File: config.mk
export PLATFORM = sky130hd
export DESIGN_NAME = fcw_ctrl
export DESIGN_NICKNAME = d
export VERILOG_FILES = /design/src/sv/fcw_pkg.sv /design/src/sv/fcw_ctrl.sv
export SDC_FILE = /design/constraint.sdc
export NUM_CORES = 1
export LEC_CHECK = 0
export BUFFER_PORTS_ARGS = -buffer_cell sky130_fd_sc_hd__buf_2
export CORE_AREA = 2 2 39 41
export DETAILED_ROUTE_END_ITERATION = 7
export DIE_AREA = 0 0 41 43
export PLACE_DENSITY_LB_ADDON = 0.15
export SYNTH_ARGS = -nofsm -noshare
export SYNTH_HDL_FRONTEND = slang
export SYNTH_SLANG_ARGS = --single-unit
File: constraint.sdc
create_clock -name clk_i -period 2 [get_ports clk_i]
set_input_delay 0.6 -clock clk_i [delete_from_list [all_inputs] [get_ports clk_i]]
set_output_delay 0.6 -clock clk_i [all_outputs]
set_load 0.01 [all_outputs]
File: src/sv/fcw_pkg.sv
// Shared types, codes and a helper function of the FAT12 cluster chain walker.
package fcw_pkg;

  // Input action codes, carried in the slave-side tuser.
  localparam logic [1:0] ACT_LOAD    = 2'd0;
  localparam logic [1:0] ACT_START   = 2'd1;
  localparam logic [1:0] ACT_ADVANCE = 2'd2;
  localparam logic [1:0] ACT_UNUSED  = 2'd3;

  // Result status codes, carried in the master-side tuser.
  localparam logic [1:0] ST_DATA = 2'd0;
  localparam logic [1:0] ST_EOC  = 2'd1;
  localparam logic [1:0] ST_BAD  = 2'd2;

  // Cluster number that marks a bad cluster; anything above ends the chain.
  localparam logic [11:0] BAD_CLUSTER = 12'hff7;

  // Commands from the controller to the datapath.
  typedef struct packed {
    logic load;    // take one table byte
    logic start;   // set the walk to the start cluster and report it
    logic report;  // report the current (terminal) cluster again
    logic mod1;    // address reduction, reciprocal product
    logic mod2;    // address reduction, quotient times depth
    logic mod3;    // address reduction, remainder
    logic rd;      // issue the table read
    logic upd;     // take the table entry as the new cluster and report it
  } fcw_cmd_t;

  // Status from the datapath to the controller.
  typedef struct packed {
    logic terminal;  // current cluster is bad or end of chain
  } fcw_sts_t;

  // Classify a cluster number.
  function automatic logic [1:0] status_of(input logic [11:0] c);
    logic [1:0] st;
    if (c < BAD_CLUSTER) begin
      st = ST_DATA;
    end else if (c == BAD_CLUSTER) begin
      st = ST_BAD;
    end else begin
      st = ST_EOC;
    end
    return st;
  endfunction

endpackage

File: src/sv/fcw_ctrl.sv
// Controller of the walker: handshakes, advance sequencing and result valid flag.
module fcw_ctrl import fcw_pkg::*; #(
  parameter int TABLE_DEPTH = 4096
) (
  input  logic       clk_i,
  input  logic       rst_ni,
  input  logic       s_tvalid_i,
  output logic       s_tready_o,
  input  logic [1:0] action_i,
  output logic       m_tvalid_o,
  input  logic       m_tready_i,
  output fcw_cmd_t   cmd_o,
  input  fcw_sts_t   sts_i
);

  localparam bit DEPTH_POW2 = (TABLE_DEPTH & (TABLE_DEPTH - 1)) == 0;

  localparam logic [2:0] S_IDLE = 3'd0;
  localparam logic [2:0] S_MOD1 = 3'd1;
  localparam logic [2:0] S_MOD2 = 3'd2;
  localparam logic [2:0] S_MOD3 = 3'd3;
  localparam logic [2:0] S_RD   = 3'd4;
  localparam logic [2:0] S_UPD  = 3'd5;

  logic [2:0] state_q, state_d;
  logic       out_valid_q, out_valid_d;
  logic       out_free;
  logic       acc;
  logic       result_now;

  // The result register is free when empty or being emptied on this edge.
  assign out_free = !out_valid_q || m_tready_i;

  // Loads and ignored codes need no result slot; starts and advances do.
  assign s_tready_o = (state_q == S_IDLE) &&
                      ((action_i == ACT_LOAD) || (action_i == ACT_UNUSED) || out_free);
  assign acc = s_tvalid_i && s_tready_o;

  // Command decode and next state.
  always_comb begin
    state_d = state_q;
    cmd_o   = '0;
    case (state_q)
      S_IDLE: begin
        if (acc) begin
          case (action_i)
            ACT_LOAD:  cmd_o.load  = 1'b1;
            ACT_START: cmd_o.start = 1'b1;
            ACT_ADVANCE: begin
              if (sts_i.terminal) begin
                cmd_o.report = 1'b1;
              end else begin
                state_d = DEPTH_POW2 ? S_RD : S_MOD1;
              end
            end
            default: ;
          endcase
        end
      end
      S_MOD1: begin
        cmd_o.mod1 = 1'b1;
        state_d    = S_MOD2;
      end
      S_MOD2: begin
        cmd_o.mod2 = 1'b1;
        state_d    = S_MOD3;
      end
      S_MOD3: begin
        cmd_o.mod3 = 1'b1;
        state_d    = S_RD;
      end
      S_RD: begin
        cmd_o.rd = 1'b1;
        state_d  = S_UPD;
      end
      S_UPD: begin
        cmd_o.upd = 1'b1;
        state_d   = S_IDLE;
      end
      default: state_d = S_IDLE;
    endcase
  end

  // Result valid flag.
  assign result_now = cmd_o.start || cmd_o.report || cmd_o.upd;
  always_comb begin
    out_valid_d = out_valid_q;
    if (result_now) begin
      out_valid_d = 1'b1;
    end else if (out_valid_q && m_tready_i) begin
      out_valid_d = 1'b0;
    end
  end

  always_ff @(posedge clk_i or negedge rst_ni) begin
    if (!rst_ni) begin
      state_q     <= S_IDLE;
      out_valid_q <= 1'b0;
    end else begin
      state_q     <= state_d;
      out_valid_q <= out_valid_d;
    end
  end

  assign m_tvalid_o = out_valid_q;

  // A table entry only arrives once the earlier result has left.
  assert property (@(posedge clk_i) disable iff (!rst_ni)
    cmd_o.upd |-> (!out_valid_q || m_tready_i))
    else $error("table result would overwrite a pending beat");

  // The update cycle always follows the read cycle.
  assert property (@(posedge clk_i) disable iff (!rst_ni)
    (state_q == S_UPD) |-> ($past(state_q) == S_RD))
    else $error("update without a preceding table read");

  // An advance from a terminal cluster is answered on the next cycle.
  assert property (@(posedge clk_i) disable iff (!rst_ni)
    (acc && (action_i == ACT_ADVANCE) && sts_i.terminal) |=>
      (out_valid_q && (state_q == S_IDLE)))
    else $error("terminal advance not reported at once");

  // No beat is taken while an advance is in progress.
  assert property (@(posedge clk_i) disable iff (!rst_ni)
    (state_q != S_IDLE) |-> !s_tready_o)
    else $error("input taken during an advance");

endmodule

# Word level (Yosys, flattened, before mapping)
# Index checks and enable logic that the tools add are counted.
dict set report op_classes {
  n_eq_ne 11
  reduce_logical 13
  muxes 17
}
# cell count
set ops {}
lappend ops {{two-way mux 3 bit} 5}
lappend ops {{case mux 3 bit (5 select lines)} 1}
lappend ops {{two-way mux 1 bit} 11}
lappend ops {{== test 3 x 2 -> 1 bit (second input constant)} 2}
lappend ops {{== test 3 bit (second input constant)} 2}
lappend ops {{logical OR 1 bit} 5}
lappend ops {{== test 2 bit (second input constant)} 2}
lappend ops {{!= test 2 bit (second input constant)} 2}
lappend ops {{== test 3 x 1 -> 1 bit (second input constant)} 1}
lappend ops {{logical AND 1 bit} 3}
lappend ops {{zero test 3 bit} 1}
lappend ops {{AND reduction 3 bit} 1}
lappend ops {{== test 2 x 1 -> 1 bit (second input constant)} 1}
lappend ops {{zero test 2 bit} 1}
lappend ops {{!= test 2 x 1 -> 1 bit (second input constant)} 1}
lappend ops {{nonzero test 2 bit} 1}
lappend ops {{zero test 1 bit} 1}
dict set report word_totals {
  word_cells 43
  regBits 4
  output_inout_bits 10
}

# Depth between registers and ports, before layout
# Gate-level depths: netlist of the first run.
dict set report depth {
  ltp_word 10
  depth_mapped 4
}

# Worst setup path after synthesis of the first run
# Ideal clock, no wire load.
dict set report synth_timing {
  path_kind {input -> output}
  start {input action_i[0]}
  end {output s_tready_o}
  t_arrival_ns 1.536
  n_path_buf 0
  required_time_ns 1.400
  setup_slack_ns -0.136
  stages 4
  path_cell_list {inv_1 ha_1 and3b_1 nor4_1}
}
dict set report synth_between {
  elab_chain_len 4
  word_cells_on_any_way 5
  classes_between {eq/ne (1); reduce/logical (4)}
}
# item line_no
set synth_rtl {}
lappend synth_rtl {{start, declared} fcw_ctrl.sv:9} ;# input logic [1:0] action_i,
lappend synth_rtl {{== test 2 bit / zero test 2 bit (equally long branches)} fcw_ctrl.sv:36} ;# ((action_i == ACT_LOAD) || (action_i == ACT_UNUSED) || out_free);
lappend synth_rtl {{logical OR 1 bit (*) (2 in a row)} fcw_ctrl.sv:36}
lappend synth_rtl {{logical AND 1 bit (*)} fcw_ctrl.sv:35} ;# assign s_tready_o = (state_q == S_IDLE) &&
lappend synth_rtl {{end, declared} fcw_ctrl.sv:8} ;# output logic s_tready_o,
# Mark *: on every way between the ends. The rest lies on a longest branch, timed or not.

==> results of run 1 <==
-- sequential cells by signal, indices dropped and copies added, names as in the netlist --
signal / count
m_tvalid_o: 1
state_q: 3
-- layout make-up --
cell class	count	area, um2
clock buffers	3	22.5
fillers	138	701
inverters	4	32.5
multi-input cells	23	289
flip-flops and latches	4	100
well taps	16	20.0
repair buffers	29	219
-- cells by family (layout without fill, tap and decap cells) --
| family | Yosys count | after routing | share of synthesized area |
|---|---|---|---|
| buffers and inverters | 5 | 36 | 0.0734 |
| adder cells (fa/ha/maj) | 3 | 3 | 0.105 |
| flip-flops | 4 | 4 | 0.280 |
| AO/OA/AOI/OAI | 3 | 3 | 0.119 |
| AND/OR/NAND/NOR | 17 | 17 | 0.423 |
-- worst max-delay path by stage --
| stage | to | slack (ns) | depth (start not counted) |
|---|---|---|---|
| 6_report | cmd_o[5] | -0.22 | 7 |
| 5_1_grt | s_tready_o | -0.28 | 7 |
| 4_1_cts | cmd_o[5] | -0.23 | 7 |
| 3_5_place_dp | cmd_o[6] | -0.35 | 6 |
| 3_3_place_gp | cmd_o[6] | -0.32 | 6 |
| 2_1_floorplan | cmd_o[6] | -0.04 | 4 |
-- cells in the mapped netlist --
master and number:
nand2_1 1, nor4b_1 1, o311ai_4 1, nor4_2 1, nor4b_2 2, a211o_1 1
ha_1 3, or3b_1 1, dfrtp_1 4, and3b_1 2, nor3b_2 1, a21o_1 1
buf_6 1, nor3b_1 1, nand3b_1 1, or2_1 2, or3b_4 1, nor4_1 1
nand2b_1 1, nor2b_1 1, inv_1 4
-- report_power, final --
| group | switching [mW] | total, mW | internal (mW) |
|---|---|---|---|
| combinational | 0.208 | 0.439 | 0.232 |
| clock | 0.0311 | 0.0981 | 0.0670 |
| sequential | 0.0249 | 0.140 | 0.115 |
| total | 0.264 | 0.677 | 0.414 |
-- layer usage --
metal | vias up | track usage | part of all wire
met3 | 0 | 0.0314 | 0.055
li1 | 180 | - | -
met2 | 11 | 0.206 | 0.55
met4 | 0 | 0.100 | 0
met5 | - | 0 | 0
met1 | 170 | 0.147 | 0.39
-- what timing repair did --
item	CTS	global route
hold buffers	0	0
pin swaps	2	1
cloned	0	0
endpoints found under the setup margin	5	5
resized for setup	7	4
buffers inserted	3	1
-- metrics by stage --
| step | hold WS [ns] | area [um2] |
|---|---|---|
| 4_1_cts | 0.154 | 657 |
| 3_5_place_dp | 0.406 | 576 |
| 6_report | 0.162 | 683 |
| 2_1_floorplan | 0.304 | 419 |
| 5_1_grt | 0.147 | 683 |
| 3_3_place_gp | 0.405 | 576 |
==> results.txt, run 1 <==
CP Cell Sequence -> buf_12 -> inv_12 -> ha_4 -> and3b_2 -> buf_12 -> nor4_4 -> buf_2
Layout Cells excl Fill -> 79
Post-Syn Instances -> 32
Overall Power -> 0.677 mW
Kind of critical path -> in -> out
Worst path arrival time -> 1.62 ns
Die Height -> 43 um
Clk slew on worst S/H paths -> 0.04 ns
Violated checks -> negative setup slack
CTS Buf Count -> 3
Seq/Total Area, Yosys -> 0.280
Slowest CP cell -> and3b_2
Routed len/inst -> 12.1 um
Max-Cap Viols -> 0
Final core utilization -> 0.494
Vias in the first global route -> 345
Pre-CTS WS -> -0.354 ns
Routed Antenna Nets -> 0
Reg2Reg Depth -> 3
Nets -> 75
Initial antenna violation count -> 0
Final Max Slew Viols -> 0
Final Skew -> 0.00268 ns
Placed insts -> 72
Top delay family on crit path -> buffers and inverters
GRT Util Overall -> 0.133
Data required, critical path -> 1.40 ns
Reg-to-reg endpoint -> state_q[2]
Hold Violations, Final -> 0
Pre-Repair DR Iteration Count -> 1
Largest net degree at the start of global routing -> 8
Clock Latency Late Sink -> 0.23 ns
Std cell rows -> 14
Pwr/cell area -> 992 mW/mm2
CORE AREA -> 0.00138 mm2
Post-layout min period -> 2.22 ns
Worst Slack Setup Final -> -0.221 ns
H-tree Lvls -> 1
Routed vias -> 361
CP bufs+invs -> 4
Grt ovf -> 0
DR DRC count -> 0
Post-Route WL -> 956 um
Max Clk Rate -> 450 MHz
Unique masters post-synth -> 21
Worst hold path class -> in -> async
Most common cell after layout, fill and taps aside -> buf_2
DR iter-0 viols -> 0
Biggest area consumer among synthesized cells -> dfrtp_1
Top post-synthesis cells by area -> dfrtp_1, ha_1, nor4b_2
Die Area -> 0.00176 mm2
Worst Setup SP -> action_i[1]
P&R area growth vs syn -> 90.9%
Post-Synthesis Cell Area -> 358 um2
Share of layout cells above drive strength 1 -> 0.698
Crit path largest cell delay -> 0.27 ns
Seq cells post-synth -> 4
Port buffer count -> 16
Most used cell, CP -> buf_12
Io pins -> 17
Syn nets -> 42
Crit end category -> output port
Ant. Diodes -> 0
Die Width -> 41 um
Slew margin rel. -> 0.813
Syn_area_per_cell -> 11.2 um2
Most frequent cells in the layout -> buf_2, buf_4, dfrtp_1
Cell chosen for the clock root -> clkbuf_4
P_leak -> 0.355 nW
Part of the cycle the worst path needs -> 1.11
Worst-margin pin slew -> 0.277 ns
Unrepaired setup endpoints after global routing -> true
Sink Count -> 4
Setup_tns -> -0.794 ns
CTS Buffer Depth -> 2
Setup slack, reg-to-reg -> 0.64 ns
Warnings from Yosys -> 0
Crit-path max FO -> 3
Initial Util -> 0.259
First-pass GRT wire length -> 1480 um
Gpl congestion -> 0.691
Vias per inst -> 4.57
CTS tree -> built
Yosys top cell area share -> 0.280
Peak VDD IR -> 0.588 mV
Startpoint types -> input pin
Worst r2r src -> state_q[1]
Final Setup Violations -> 4
Status -> finished with violations
(Power assumes the default switching activity.)
==> run 2: changes to the inputs <==
Settings changed: BUFFER_PORTS_ARGS -buffer_cell sky130_fd_sc_hd__buf_2 to -buffer_cell sky130_fd_sc_hd__buf_4.
==> results.txt, run 2 (synthesis gave the netlist of run 1 again) <==
Vias in the first global route -> 352
Sequential power share -> 0.206
CTS Buffer Depth -> 2
Final core utilization -> 0.495
DP Area -> 601 um2
P_leak -> 0.341 nW
DR DRC count -> 0
Std cell rows -> 14
CP Cell Sequence -> buf_12 -> inv_12 -> ha_4 -> and3b_2 -> nor4b_4 -> buf_4
Kind of critical path -> in -> out
Register name with the most flops -> state_q
Routed len/inst -> 12.0 um
Internal Dissipation -> 0.438 mW
CORE AREA -> 0.00138 mm2
Vias per inst -> 4.59
Most frequent cells in the layout -> buf_4, buf_6, dfrtp_1
Hold Violations, Final -> 0
CTS Buf Count -> 3
Die Area -> 0.00176 mm2
Pwr/cell area -> 1020 mW/mm2
Die Width -> 41 um
Unrepaired setup endpoints after global routing -> true
Startpoint types -> input pin
Peak VDD IR -> 0.566 mV
Final Setup Violations -> 4
Max reg flops -> 3
Most common cell after layout, fill and taps aside -> buf_4
Nets -> 72
Sw frac -> 0.376
P&R area growth vs syn -> 91.3%
Part of the cycle the worst path needs -> 1.11
Ant. Diodes -> 0
Post-layout min period -> 2.21 ns
Post-Route WL -> 911 um
Gpl congestion -> 0.724
First-pass GRT wire length -> 1540 um
Final Skew -> 0.000667 ns
Worst path arrival time -> 1.61 ns
Routed Antenna Nets -> 0
Worst-margin pin slew -> 0.273 ns
Cell chosen for the clock root -> clkbuf_4
Initial Util -> 0.259
Pre-Repair DR Iteration Count -> 2
Largest net degree at the start of global routing -> 8
Io pins -> 17
Hold_buf cts -> 0
GRT Util Overall -> 0.133
Routed vias -> 349
Crit end category -> output port
Slew margin rel. -> 0.815
Sink Count -> 4
Final Max Slew Viols -> 0
Data required, critical path -> 1.40 ns
Crit-path max FO -> 4
Die Height -> 43 um
Violated checks -> negative setup slack
Port buffer count -> 16
Clock network power share -> 0.141
Clock Latency Late Sink -> 0.23 ns
DR iter-0 viols -> 3
H-tree Lvls -> 1
Max Clk Rate -> 451 MHz
Worst hold path class -> in -> async
Initial antenna violation count -> 0
Status -> finished with violations
Share of layout cells above drive strength 1 -> 0.700
Net Switching -> 0.263 mW
Max-Cap Viols -> 0
Crit path largest cell delay -> 0.26 ns
Grt ovf -> 0
Slowest CP cell -> and3b_2
CTS tree -> built
Fin area -> 684 um2
Worst Slack Setup Final -> -0.215 ns
Clk slew on worst S/H paths -> 0.04 ns
Combinational share of power -> 0.653
-- run 2: cell types whose count changed in the layout (fill, tap and decap cells not counted), sizes merged --
cell  before  now
buf       29   26
-- run 2: metal layers --
| layer | wire (um) | vias to the layer above | GRT usage |
|---|---|---|---|
| li1 | - | 171 | - |
| met5 | 0 | - | 0 |
| met2 | 492 | 13 | 0.209 |
| met4 | 11 | 0 | 0.0800 |
| met1 | 350 | 163 | 0.150 |
| met3 | 56 | 2 | 0.0366 |
-- run 2: power groups by stage --
stage	sequential, mW	clock, mW	combinational [mW]
final	0.144	0.0988	0.458
after global routing	0.149	0.114	0.494
after CTS	0.142	0.104	0.432
after detailed placement	0.142	0	0.411
after global placement	0.139	0	0.404
after floorplan	0.155	0	0.224
-- run 2: path summary, 6_finish.rpt --
check	start	to	slack (ns)	cells past startpoint
max reg2reg	state_q[1]	state_q[2]	0.66	3
max	action_i[1]	cmd_o[7]	-0.21	6
min reg2reg	m_tvalid_o	m_tvalid_o	0.62	2
min	rst_ni	state_q[1]	0.15	1
min in group clk_i	m_tvalid_o	m_tvalid_o	0.62	2
max in group asynchronous	rst_ni	state_q[0]	1.75	1
-- run 2: worst max-delay path, delay by kind of cell --
family / cells / cell delay, ns
AND/OR/NAND/NOR: 2 / 0.52
buffers and inverters: 3 / 0.31
adder cells (fa/ha/maj): 1 / 0.18
-- run 2: cell type report --
type                    count  area [um2]
clock buffers               3        22.5
fillers                   133         699
inverters                   4        30.0
multi-input cells          23         289
flip-flops and latches      4         100
well taps                  16        20.0
repair buffers             26         223
-- run 2: per-stage QoR --
stage,setup slack [ns],hold WS (ns),total power [mW],TNS [ns],cells
finish,-0.215,0.155,0.701,-0.814,76
global route,-0.278,0.138,0.758,-1.06,76
CTS,-0.232,0.148,0.678,-0.880,76
detailed placement,-0.332,0.399,0.553,-0.974,70
global placement,-0.285,0.397,0.543,-0.880,70
floorplan,-0.0425,0.304,0.379,-0.0647,32
-- run 2: timing repair --
| action | in CTS | in global routing |
|---|---|---|
| gates resized for setup | 6 | 4 |
| pin swaps | 1 | 1 |
| hold endpoints to repair | 0 | 0 |
| setup endpoints to repair | 5 | 5 |
| setup buffers | 3 | 0 |
